===== src/design/adcu_pkg.sv =====
package adcu_pkg;

  // layout
  localparam int MODE_A_CHANNELS = 32;
  localparam int MODE_B_CHANNELS = 40;
  localparam int PEDESTAL_GROUPS = 20;
  localparam logic [7:0] HDR_BYTES  = 8'd32;
  localparam logic [7:0] PED_BASE   = 8'd64;
  localparam logic [7:0] OFFS_MAX   = 8'd255;
  localparam logic [2:0] A_PH_LAST  = 3'd6;
  localparam logic [2:0] B_PH_LAST  = 3'd4;
  localparam logic [1:0] G_PH_LAST  = 2'd2;

  localparam int QueueDepth = 4;

  // record modes
  localparam logic MODE_SEVEN = 1'b0;
  localparam logic MODE_FIVE  = 1'b1;

  // configuration
  localparam int CfgAddrW = 2;
  localparam int CfgDataW = 40;
  localparam logic [CfgAddrW-1:0] CFG_MODE    = 2'd0;
  localparam logic [CfgAddrW-1:0] CFG_ENABLE  = 2'd1;
  localparam logic [CfgAddrW-1:0] CFG_EXP_LEN = 2'd2;
  localparam logic [39:0] RST_ENABLE  = 40'hFF_FFFF_FFFF;
  localparam logic [31:0] RST_EXP_LEN = 32'd256;

  // output packing
  localparam int OutDataW   = 128;
  localparam int TD_CHAN    = 0;
  localparam int TD_VALUE   = 6;
  localparam int TD_PEAK    = 65;
  localparam int TD_TIME    = 89;
  localparam int TD_TRIG    = 121;

  typedef enum logic [3:0] {
    KIND_LENGTH     = 4'd0,
    KIND_TRIGTYPE   = 4'd1,
    KIND_TRIGNUM    = 4'd2,
    KIND_TRIGTIME   = 4'd3,
    KIND_MODULE     = 4'd4,
    KIND_LOCALNUM   = 4'd5,
    KIND_PATTERN    = 4'd6,
    KIND_LOCALTIME  = 4'd7,
    KIND_CHANNEL    = 4'd8,
    KIND_PEDESTAL   = 4'd9,
    KIND_ZEROED     = 4'd10,
    KIND_LENGTH_ERR = 4'd11,
    KIND_END        = 4'd12
  } kind_e;

  // classified input byte
  typedef struct packed {
    logic [7:0] data;
    logic       last;
    logic       live;
    logic [7:0] offs;
    logic       mode;
    logic [4:0] a_idx;
    logic [2:0] a_ph;
    logic       a_in;
    logic [5:0] b_idx;
    logic [2:0] b_ph;
    logic       b_in;
    logic [5:0] g_idx;
    logic [1:0] g_ph;
    logic       g_in;
  } item_t;

  typedef struct packed {
    kind_e        kind;
    logic [5:0]   chan;
    logic [58:0]  value;
    logic [23:0]  peak;
    logic [31:0]  tim;
    logic         trig;
    logic         last;
  } res_t;

endpackage


===== src/design/adcu_front.sv =====
module adcu_front
  import adcu_pkg::*;
(
  input  logic       clk_i,
  input  logic       rst_ni,
  input  logic       in_valid_i,
  input  logic [7:0] in_data_i,
  input  logic       in_last_i,
  output logic       in_ready_o,
  input  logic       mode_i,
  input  logic       q_full_i,
  output logic       push_o,
  output item_t      item_o
);

  logic [7:0] offs_q, offs_d;
  logic       past_q, past_d;
  logic [4:0] a_idx_q, a_idx_d;
  logic [2:0] a_ph_q, a_ph_d;
  logic [5:0] b_idx_q, b_idx_d;
  logic [2:0] b_ph_q, b_ph_d;
  logic [5:0] g_idx_q, g_idx_d;
  logic [1:0] g_ph_q, g_ph_d;
  logic       in_chan, in_ped;

  assign in_ready_o = !q_full_i;
  assign push_o     = in_valid_i && !q_full_i;
  assign in_chan    = offs_q >= HDR_BYTES;
  assign in_ped     = offs_q >= PED_BASE;

  always_comb begin
    item_o       = '0;
    item_o.data  = in_data_i;
    item_o.last  = in_last_i;
    item_o.live  = !past_q;
    item_o.offs  = offs_q;
    item_o.mode  = mode_i;
    item_o.a_idx = a_idx_q;
    item_o.a_ph  = a_ph_q;
    item_o.a_in  = in_chan && (int'(a_idx_q) < MODE_A_CHANNELS);
    item_o.b_idx = b_idx_q;
    item_o.b_ph  = b_ph_q;
    item_o.b_in  = in_chan && (int'(b_idx_q) < MODE_B_CHANNELS);
    item_o.g_idx = g_idx_q;
    item_o.g_ph  = g_ph_q;
    item_o.g_in  = in_ped && (int'(g_idx_q) < PEDESTAL_GROUPS);
  end

  always_comb begin
    offs_d  = offs_q;
    past_d  = past_q;
    a_idx_d = a_idx_q;
    a_ph_d  = a_ph_q;
    b_idx_d = b_idx_q;
    b_ph_d  = b_ph_q;
    g_idx_d = g_idx_q;
    g_ph_d  = g_ph_q;
    if (push_o) begin
      if (in_last_i) begin
        offs_d  = '0;
        past_d  = 1'b0;
        a_idx_d = '0;
        a_ph_d  = '0;
        b_idx_d = '0;
        b_ph_d  = '0;
        g_idx_d = '0;
        g_ph_d  = '0;
      end else if (!past_q) begin
        if (offs_q == OFFS_MAX) begin
          past_d = 1'b1;
        end else begin
          offs_d = offs_q + 8'd1;
          if (in_chan) begin
            if (a_ph_q == A_PH_LAST) begin
              a_ph_d  = '0;
              a_idx_d = a_idx_q + 5'd1;
            end else begin
              a_ph_d = a_ph_q + 3'd1;
            end
            if (b_ph_q == B_PH_LAST) begin
              b_ph_d  = '0;
              b_idx_d = b_idx_q + 6'd1;
            end else begin
              b_ph_d = b_ph_q + 3'd1;
            end
          end
          if (in_ped) begin
            if (g_ph_q == G_PH_LAST) begin
              g_ph_d  = '0;
              g_idx_d = g_idx_q + 6'd1;
            end else begin
              g_ph_d = g_ph_q + 2'd1;
            end
          end
        end
      end
    end
  end

  always_ff @(posedge clk_i or negedge rst_ni) begin
    if (!rst_ni) begin
      offs_q  <= '0;
      past_q  <= 1'b0;
      a_idx_q <= '0;
      a_ph_q  <= '0;
      b_idx_q <= '0;
      b_ph_q  <= '0;
      g_idx_q <= '0;
      g_ph_q  <= '0;
    end else begin
      offs_q  <= offs_d;
      past_q  <= past_d;
      a_idx_q <= a_idx_d;
      a_ph_q  <= a_ph_d;
      b_idx_q <= b_idx_d;
      b_ph_q  <= b_ph_d;
      g_idx_q <= g_idx_d;
      g_ph_q  <= g_ph_d;
    end
  end

endmodule


===== src/design/adcu_fifo.sv =====
module adcu_fifo
  import adcu_pkg::*;
#(
  parameter int DEPTH = QueueDepth
) (
  input  logic  clk_i,
  input  logic  rst_ni,
  input  logic  push_i,
  input  item_t data_i,
  output logic  full_o,
  input  logic  pop_i,
  output item_t data_o,
  output logic  empty_o
);

  localparam int PtrW = (DEPTH > 1) ? $clog2(DEPTH) : 1;
  localparam int CntW = $clog2(DEPTH + 1);
  localparam logic [PtrW-1:0] LastPtr = PtrW'(DEPTH - 1);

  item_t            mem_q [DEPTH];
  logic [PtrW-1:0]  wr_q, wr_d, rd_q, rd_d;
  logic [CntW-1:0]  cnt_q, cnt_d;
  logic             do_push, do_pop;

  assign full_o  = cnt_q == CntW'(DEPTH);
  assign empty_o = cnt_q == '0;
  assign data_o  = mem_q[rd_q];
  assign do_push = push_i && !full_o;
  assign do_pop  = pop_i && !empty_o;

  always_comb begin
    wr_d  = wr_q;
    rd_d  = rd_q;
    cnt_d = cnt_q;
    if (do_push) begin
      wr_d = (wr_q == LastPtr) ? '0 : wr_q + PtrW'(1);
    end
    if (do_pop) begin
      rd_d = (rd_q == LastPtr) ? '0 : rd_q + PtrW'(1);
    end
    if (do_push && !do_pop) begin
      cnt_d = cnt_q + CntW'(1);
    end else if (do_pop && !do_push) begin
      cnt_d = cnt_q - CntW'(1);
    end
  end

  always_ff @(posedge clk_i) begin
    if (do_push) begin
      mem_q[wr_q] <= data_i;
    end
  end

  always_ff @(posedge clk_i or negedge rst_ni) begin
    if (!rst_ni) begin
      wr_q  <= '0;
      rd_q  <= '0;
      cnt_q <= '0;
    end else begin
      wr_q  <= wr_d;
      rd_q  <= rd_d;
      cnt_q <= cnt_d;
    end
  end

endmodule


===== src/design/adcu_back.sv =====
module adcu_back
  import adcu_pkg::*;
(
  input  logic        clk_i,
  input  logic        rst_ni,
  input  item_t       item_i,
  input  logic        empty_i,
  output logic        pop_o,
  input  logic [39:0] enable_i,
  input  logic [31:0] exp_len_i,
  output logic        out_valid_o,
  input  logic        out_ready_i,
  output res_t        out_o
);

  logic [63:0] hdr_q, hdr_d;
  logic [23:0] peak_q, peak_d;
  logic [31:0] time_q, time_d;
  logic [11:0] ped_q, ped_d;
  logic [31:0] pat_q, pat_d;
  logic        lbad_q, lbad_d;
  logic [1:0]  ridx_q, ridx_d;
  logic        ov_q, ov_d;
  res_t        out_q, out_d;

  logic [7:0]  b;
  logic [7:0]  o;
  logic [63:0] byte64;
  logic [17:0] b_k;
  logic [2:0]  sh;
  logic [63:0] or_val, add_val;
  logic [31:0] ta_sum;
  logic [11:0] ped_val;
  logic        bad;
  logic        p_v, s_v, e_v;
  res_t        p, s, e, r0, r1, r_sel;
  logic [1:0]  cnt;
  logic        head, free, load;

  assign b      = item_i.data;
  assign o      = item_i.offs;
  assign byte64 = {56'b0, b};
  assign b_k    = 18'(b) * 18'd1000;

  always_comb begin
    case (o) inside
      8'd1, 8'd2, 8'd3:                  sh = 3'(o);
      8'd8, 8'd9, 8'd10:                 sh = 3'(o - 8'd7);
      8'd18, 8'd19, 8'd20:               sh = 3'(o - 8'd17);
      8'd22, 8'd23, 8'd24:               sh = 3'(o - 8'd21);
      8'd12, 8'd13, 8'd14:               sh = 3'(o - 8'd12);
      8'd26, 8'd27, 8'd28, 8'd29, 8'd30,
      8'd31:                             sh = 3'(o - 8'd26);
      default:                           sh = 3'd0;
    endcase
  end

  assign or_val  = hdr_q | (byte64 << {sh, 3'b000});
  assign add_val = hdr_q + ({46'b0, b_k} << {sh, 3'b000});
  assign ta_sum  = time_q + 32'({46'b0, b_k} << {item_i.a_ph[1:0], 3'b000});
  assign bad     = (item_i.mode == MODE_SEVEN) && (or_val != {32'b0, exp_len_i});

  always_comb begin
    hdr_d   = hdr_q;
    peak_d  = peak_q;
    time_d  = time_q;
    ped_d   = ped_q;
    pat_d   = pat_q;
    lbad_d  = lbad_q;
    p_v     = 1'b0;
    s_v     = 1'b0;
    p       = '0;
    s       = '0;
    ped_val = '0;
    if (item_i.live) begin
      if (o < HDR_BYTES) begin
        case (o) inside
          8'd0, 8'd7, 8'd17, 8'd21: hdr_d = byte64;
          8'd1, 8'd2, 8'd8, 8'd9, 8'd18, 8'd19, 8'd22, 8'd23: hdr_d = or_val;
          8'd3: begin
            hdr_d   = or_val;
            lbad_d  = bad;
            p_v     = 1'b1;
            p.kind  = KIND_LENGTH;
            p.value = or_val[58:0];
            s_v     = bad;
            s.kind  = KIND_LENGTH_ERR;
            s.value = or_val[58:0];
          end
          8'd6: begin
            p_v     = 1'b1;
            p.kind  = KIND_TRIGTYPE;
            p.value = {55'b0, b[3:0]};
          end
          8'd10: begin
            hdr_d   = or_val;
            p_v     = 1'b1;
            p.kind  = KIND_TRIGNUM;
            p.value = 59'(or_val[31:0] + 32'd1);
          end
          8'd11, 8'd25: hdr_d = {53'b0, b, 3'b000};
          8'd12, 8'd13, 8'd26, 8'd27, 8'd28, 8'd29, 8'd30: hdr_d = add_val;
          8'd14: begin
            hdr_d   = add_val;
            p_v     = 1'b1;
            p.kind  = KIND_TRIGTIME;
            p.value = add_val[58:0];
          end
          8'd15: begin
            p_v     = 1'b1;
            p.kind  = KIND_MODULE;
            p.value = 59'(b);
          end
          8'd20: begin
            hdr_d   = or_val;
            p_v     = 1'b1;
            p.kind  = KIND_LOCALNUM;
            p.value = 59'(or_val[31:0] + 32'd1);
          end
          8'd24: begin
            hdr_d   = or_val;
            pat_d   = or_val[31:0];
            p_v     = 1'b1;
            p.kind  = KIND_PATTERN;
            p.value = or_val[58:0];
          end
          8'd31: begin
            hdr_d   = add_val;
            p_v     = 1'b1;
            p.kind  = KIND_LOCALTIME;
            p.value = add_val[58:0];
          end
          default: ;
        endcase
      end else if (item_i.mode == MODE_SEVEN) begin
        if (item_i.a_in) begin
          case (item_i.a_ph)
            3'd0: peak_d = {16'b0, b};
            3'd1: peak_d = peak_q | {8'b0, b, 8'b0};
            3'd2: peak_d = peak_q | {b, 16'b0};
            3'd3: time_d = {21'b0, b, 3'b000};
            default: begin
              time_d = ta_sum;
              if (item_i.a_ph == A_PH_LAST && !lbad_q) begin
                p_v    = 1'b1;
                p.chan = {1'b0, item_i.a_idx};
                if (enable_i[{1'b0, item_i.a_idx}]) begin
                  p.kind = KIND_CHANNEL;
                  p.peak = peak_q;
                  p.tim  = ta_sum;
                  p.trig = pat_q[item_i.a_idx];
                end else begin
                  p.kind = KIND_ZEROED;
                end
              end
            end
          endcase
        end
      end else begin
        if (item_i.b_in) begin
          case (item_i.b_ph)
            3'd0: peak_d = {16'b0, b};
            3'd1: peak_d = peak_q | {8'b0, b, 8'b0};
            3'd2: time_d = {24'b0, b};
            3'd3: time_d = time_q | {16'b0, b, 8'b0};
            default: begin
              time_d = time_q | {8'b0, b, 16'b0};
              p_v    = 1'b1;
              p.kind = enable_i[item_i.b_idx] ? KIND_CHANNEL : KIND_ZEROED;
              p.chan = item_i.b_idx;
              p.peak = peak_q;
              p.tim  = time_q | {8'b0, b, 16'b0};
              p.trig = pat_q[{1'b0, item_i.b_idx[5:2]}];
            end
          endcase
        end
        if (item_i.g_in) begin
          case (item_i.g_ph)
            2'd0: ped_d = {4'b0, b};
            2'd1: begin
              ped_val = ped_q | {b[3:0], 8'b0};
              ped_d   = {8'b0, b[7:4]};
              s_v     = 1'b1;
              s.kind  = KIND_PEDESTAL;
              s.chan  = {item_i.g_idx[4:0], 1'b0};
              s.value = 59'(ped_val);
            end
            default: begin
              ped_val = ped_q + {b, 4'b0};
              s_v     = 1'b1;
              s.kind  = KIND_PEDESTAL;
              s.chan  = {item_i.g_idx[4:0], 1'b1};
              s.value = 59'(ped_val);
            end
          endcase
        end
      end
    end
    if (item_i.last) begin
      hdr_d  = '0;
      peak_d = '0;
      time_d = '0;
      ped_d  = '0;
      pat_d  = '0;
      lbad_d = 1'b0;
    end
  end

  // up to three results per item: main, side (length error or pedestal), end
  always_comb begin
    e      = '0;
    e.kind = KIND_END;
    e.last = 1'b1;
  end
  assign e_v   = item_i.last;
  assign cnt   = 2'(p_v) + 2'(s_v) + 2'(e_v);
  assign r0    = p_v ? p : (s_v ? s : e);
  assign r1    = (p_v && s_v) ? s : e;

  always_comb begin
    case (ridx_q)
      2'd0:    r_sel = r0;
      2'd1:    r_sel = r1;
      default: r_sel = e;
    endcase
  end

  assign head  = !empty_i;
  assign free  = !ov_q || out_ready_i;
  assign load  = head && (cnt != 2'd0) && free;
  assign pop_o = head && ((cnt == 2'd0) || (free && ridx_q == cnt - 2'd1));

  always_comb begin
    ridx_d = ridx_q;
    if (pop_o) begin
      ridx_d = '0;
    end else if (load) begin
      ridx_d = ridx_q + 2'd1;
    end
    ov_d  = load ? 1'b1 : (out_ready_i ? 1'b0 : ov_q);
    out_d = load ? r_sel : out_q;
  end

  assign out_valid_o = ov_q;
  assign out_o       = out_q;

  always_ff @(posedge clk_i) begin
    out_q <= out_d;
  end

  always_ff @(posedge clk_i or negedge rst_ni) begin
    if (!rst_ni) begin
      hdr_q  <= '0;
      peak_q <= '0;
      time_q <= '0;
      ped_q  <= '0;
      pat_q  <= '0;
      lbad_q <= 1'b0;
      ridx_q <= '0;
      ov_q   <= 1'b0;
    end else begin
      if (pop_o) begin
        hdr_q  <= hdr_d;
        peak_q <= peak_d;
        time_q <= time_d;
        ped_q  <= ped_d;
        pat_q  <= pat_d;
        lbad_q <= lbad_d;
      end
      ridx_q <= ridx_d;
      ov_q   <= ov_d;
    end
  end

endmodule


===== src/design/adc_event_record_unpacker_core.sv =====
// ADC event record unpacker.
// Input stream: one record byte per item on s_axis, tlast on the final byte.
// Output stream: one decoded field per item on m_axis; tuser is the kind,
// tlast is set on the end-of-record item that follows the record's last byte.
// Configuration: cfg_we_i writes cfg_wdata_i into register cfg_addr_i
// (0 record mode, 1 channel enable mask, 2 expected length); write only idle.
// Path: each byte is written into the input queue, and its results are decoded
// from the queue head into the output register. Throughput: one byte per cycle
// while each byte yields at most one result and m_axis_tready stays high; the
// output register sends one result per cycle, so a byte with two or three
// results holds the decode stage until all are sent, and the input queue (QUEUE_DEPTH items) takes up the slack.
// Reset clears the queue, the output valid flag and record state; registers
// return to mode 0, all channels enabled, expected length 256.
// When m_axis_tready is low the output item holds, the decode stage stops at
// the first byte with a result, and s_axis_tready drops once the queue is full.
module adc_event_record_unpacker_core
  import adcu_pkg::*;
#(
  parameter int QUEUE_DEPTH = QueueDepth
) (
  input  logic                clk_i,
  input  logic                rst_ni,
  input  logic                s_axis_tvalid,
  output logic                s_axis_tready,
  input  logic [7:0]          s_axis_tdata,   // data_byte
  input  logic                s_axis_tlast,
  output logic                m_axis_tvalid,
  input  logic                m_axis_tready,
  // channel, value, channel_peak, channel_time, triggered, zero pad
  output logic [OutDataW-1:0] m_axis_tdata,
  output logic [3:0]          m_axis_tuser,   // kind
  output logic                m_axis_tlast,
  input  logic                cfg_we_i,
  input  logic [CfgAddrW-1:0] cfg_addr_i,
  input  logic [CfgDataW-1:0] cfg_wdata_i
);

  logic        mode_q, mode_d;
  logic [39:0] en_q, en_d;
  logic [31:0] exp_q, exp_d;
  logic        push, full, pop, empty;
  item_t       f_item, b_item;
  res_t        res;

  always_comb begin
    mode_d = mode_q;
    en_d   = en_q;
    exp_d  = exp_q;
    if (cfg_we_i) begin
      unique case (cfg_addr_i)
        CFG_MODE:    mode_d = cfg_wdata_i[0];
        CFG_ENABLE:  en_d   = cfg_wdata_i;
        CFG_EXP_LEN: exp_d  = cfg_wdata_i[31:0];
        default: ;
      endcase
    end
  end

  always_ff @(posedge clk_i or negedge rst_ni) begin
    if (!rst_ni) begin
      mode_q <= MODE_SEVEN;
      en_q   <= RST_ENABLE;
      exp_q  <= RST_EXP_LEN;
    end else begin
      mode_q <= mode_d;
      en_q   <= en_d;
      exp_q  <= exp_d;
    end
  end

  adcu_front u_front (
    .clk_i      (clk_i),
    .rst_ni     (rst_ni),
    .in_valid_i (s_axis_tvalid),
    .in_data_i  (s_axis_tdata),
    .in_last_i  (s_axis_tlast),
    .in_ready_o (s_axis_tready),
    .mode_i     (mode_q),
    .q_full_i   (full),
    .push_o     (push),
    .item_o     (f_item)
  );

  adcu_fifo #(
    .DEPTH (QUEUE_DEPTH)
  ) u_fifo (
    .clk_i   (clk_i),
    .rst_ni  (rst_ni),
    .push_i  (push),
    .data_i  (f_item),
    .full_o  (full),
    .pop_i   (pop),
    .data_o  (b_item),
    .empty_o (empty)
  );

  adcu_back u_back (
    .clk_i       (clk_i),
    .rst_ni      (rst_ni),
    .item_i      (b_item),
    .empty_i     (empty),
    .pop_o       (pop),
    .enable_i    (en_q),
    .exp_len_i   (exp_q),
    .out_valid_o (m_axis_tvalid),
    .out_ready_i (m_axis_tready),
    .out_o       (res)
  );

  assign m_axis_tdata = {6'b0, res.trig, res.tim, res.peak, res.value, res.chan};
  assign m_axis_tuser = res.kind;
  assign m_axis_tlast = res.last;

endmodule


===== config.mk =====
export PLATFORM = sky130hd
export DESIGN_NAME = adc_event_record_unpacker_core
export DESIGN_NICKNAME = d
export VERILOG_FILES = /design/src/design/adcu_pkg.sv /design/src/design/adcu_front.sv /design/src/design/adcu_fifo.sv /design/src/design/adcu_back.sv /design/src/design/adc_event_record_unpacker_core.sv
export SDC_FILE = /design/constraint.sdc
export NUM_CORES = 2
export LEC_CHECK = 0
export ABC_CLOCK_PERIOD_IN_PS = 19150
export BUFFER_PORTS_ARGS = -buffer_cell sky130_fd_sc_hd__buf_2
export CORE_ASPECT_RATIO = 0.75
export CORE_UTILIZATION = 30
export DETAILED_ROUTE_END_ITERATION = 10
export PLACE_DENSITY_LB_ADDON = 0.15
export SLEW_MARGIN = 20
export SYNTH_ARGS = -nofsm -noshare
export SYNTH_HDL_FRONTEND = slang
export SYNTH_SLANG_ARGS = --single-unit
export TNS_END_PERCENT = 10

===== constraint.sdc =====
create_clock -name clk_i -period 19.15 [get_ports clk_i]
set_input_delay 3.83 -clock clk_i [delete_from_list [all_inputs] [get_ports clk_i]]
set_output_delay 3.83 -clock clk_i [all_outputs]
set_load 0.02 [all_outputs]

==> out/qor.yml <==
worst_ep_required_time_ps: 19550
synthFlopType: "edfxtp_1"
path_common_cell: "a21oi_1"
holdBufCountCts: 0
grt-ovfl-total: 0
drc_errors: 0
synth.distinct_cells: 106
path_max_fanout: 35
clk_pin_slew_worst_paths_ps: 60
ys_ff_latch: 589
setup_tns_ps: 0
muxShareOfSynthArea_pct: 7.97
post-cts-setup-buffer-count: 0
drive_gt1_share_pct: 17.9
tightest_slew_ps: 1240
final_cells: 5539
ant_nets: 0
die_w_um: 408
vias_per_cell: 5.74
area_growth_pct: 14.7
yosys.cell_count.top_type: "nand2_1"
gp_congestion: 0.971
rsz0062_at_grt: "false"
synthTopCellsByArea: "edfxtp_1 25%, dfrtp_1 16%, ha_1 5.1%"
fin_skew_ps: 43.8
io_buffers: 184
final_util_pct: 34.8
synth_edf_count: 311
drt-initial-drc-count: 3380
crit_arrival_ps: 11690
hold_class: "flip-flop to flip-flop"
grt_max_degree: 150
die_area_mm2: 0.125
drv_cap: 0
insertion_delay_ps: 700
maxSlewViolCount: 0
ctsResizeCount: 0
synth_xor_area_share_pct: 3.54
hpwl_um: 106000
antenna_found_initial: 10
seq_area_frac_synth_pct: 44.1
crit_type: "flip-flop to flip-flop"
setup.worst_path.start_class: "flip-flop"
avgRoutedWirePerCell_um: 27.4
status: "finished, final reports clean"
htreeDepth: 3
synth_cells: 3678
track_usage_pct: 23.8
synth.largest_area_cell: "edfxtp_1"
fin_crit_ps: 11290
ioPinCount: 191
num_vias: 31800
core_mm2: 0.122
cts_buffers: 70
grt_pass1_wl_um: 220000
final_nets: 4070
dp.cells: 5403
wirelength_um: 152000
synthSimpleGateAreaFrac_pct: 13.7
cp_slowest_cell: "a2111oi_0"
maxSlewHeadroom_pct: 16.7
max_freq_mhz: 88.6
synthAdderAreaFrac_pct: 6.50
syn_avg_cell_area_um2: 10.1
rows: 111
initial_core_util_pct: 30.3
numClockSinks: 589
yosysTopAreaCellShare_pct: 25.2
yosysWarnings: 0
synth_compound_area_share_pct: 20.6
fill_cells: 12400
cts_tree: "yes"
timing.final.crit_share_pct: 59.0
slowest_delay_ps: 830
die_h_um: 306
synth.cell_area_mm2: 0.0371
clockRootBuffer: "clkbuf_16"
firstDrtPassIters: 6
hold_viol_final: 0
setup_viol: 0
synthTopCellsByCount: "337 x nand2_1, 336 x a21oi_1, 335 x nor2_1"
cp-end-kind: "flip-flop"
clock_path_buffers: 3
synthArstFlopShare_pct: 47.2
grt_pass1_vias: 30100
synth_top_family_by_area: "compound AO/OA/AOI/OAI gates"
==> stage by stage <==
step	area, µm²	setup WS, ps	hold WS [ps]
global route	42500	6980	497
finish	42500	7860	474
detailed placement	40100	7950	463
CTS	42500	7910	477
global placement	40100	8170	459
floorplan	37100	9210	434
==> final cells by class <==
| type | count | area [µm²] | share of cell area, % |
|---|---|---|---|
| diodes | 6 | 15.0 | 0.0353 |
| clock buffers | 90 | 1910 | 4.49 |
| clock inverters | 40 | 517 | 1.22 |
| inverters | 110 | 413 | 0.971 |
| multi-input cells | 2776 | 19500 | 45.9 |
| flip-flops and latches | 589 | 16400 | 38.5 |
| well taps | 1638 | 2050 | 4.82 |
| repair buffers | 290 | 1740 | 4.09 |
==> path summary, 6_finish.rpt <==
path	from	endpoint	slack (ps)	cells after the start
max reg2reg	u_fifo.rd_q[0]$_DFFE_PN0P_	u_back.out_o[109]$_SDFFCE_PN0P_	7860	38
max in group asynchronous	rst_ni	u_back.out_valid_o$_DFFE_PN0P_	14670	2
min reg2reg	u_back.pat_q[28]$_DFFE_PN0P_	u_back.pat_q[28]$_DFFE_PN0P_	470	2
min in group asynchronous	rst_ni	u_back.hdr_q[36]$_DFFE_PN0P_	3060	1
min	u_back.pat_q[28]$_DFFE_PN0P_	u_back.pat_q[28]$_DFFE_PN0P_	470	2
max	u_fifo.rd_q[0]$_DFFE_PN0P_	u_back.out_o[109]$_SDFFCE_PN0P_	7860	38
==> flip-flops by register name, indices dropped and copies added, names as in the netlist, 3 cells and up <==
signal,cells
u_front.offs_q,8
en_q,40
u_back.peak_q,24
u_back.pat_q,32
exp_q,32
u_front.a_ph_q,3
u_front.a_idx_q,5
u_back.time_q,32
u_back.hdr_q,64
u_front.b_idx_q,6
u_fifo.mem_q,184
u_back.out_o,127
u_back.ped_q,8
u_front.g_idx_q,6
u_fifo.cnt_q,3
u_front.b_ph_q,3
==> placed cells by master, fill, tap and decap left out, types with 71 or more instances in the layout <==
cell type  instances
clkbuf_16         71
nor2_1           331
buf_4            105
mux2_2            96
o21ai_0          224
nand2_1          337
buf_2            183
inv_1            103
xnor2_1           82
o22ai_1           75
ha_1             151
a21oi_1          336
dfrtp_1          235
edfxtp_1         311
==> critical path: cells and delay by family (launching register included) <==
kind	cells	cell delay (ps)
AO/OA/AOI/OAI	21	5110
XOR/XNOR	2	430
adder cells (fa/ha/maj)	6	2380
buffers and inverters	6	1580
flip-flops	1	710
multiplexers	1	420
AND/OR/NAND/NOR	2	310
==> routing by layer <==
| layer | vias to the layer above | share of wire [%] | routed length (µm) | GRT usage [%] |
|---|---|---|---|---|
| met1 | 15900 | 47 | 70900 | 35.2 |
| met4 | 10 | 2.7 | 4060 | 6.30 |
| met5 | - | 0.068 | 103 | 0 |
| met3 | 251 | 9.2 | 13900 | 6.10 |
| met2 | 1479 | 41 | 62600 | 34.0 |
| li1 | 14100 | - | - | - |
==> logic make-up after synthesis <==
kind of cell    count (synthesis)
simple gates                 1080
flops                         589
xor+xnor                      150
mux                           197
other cells                     1
buf+inv                       318
fa+ha+maj                     177
compound gates               1166
Power is not shown: default switching activity piles up to over one toggle a cycle in this logic, so the estimate is an artifact.
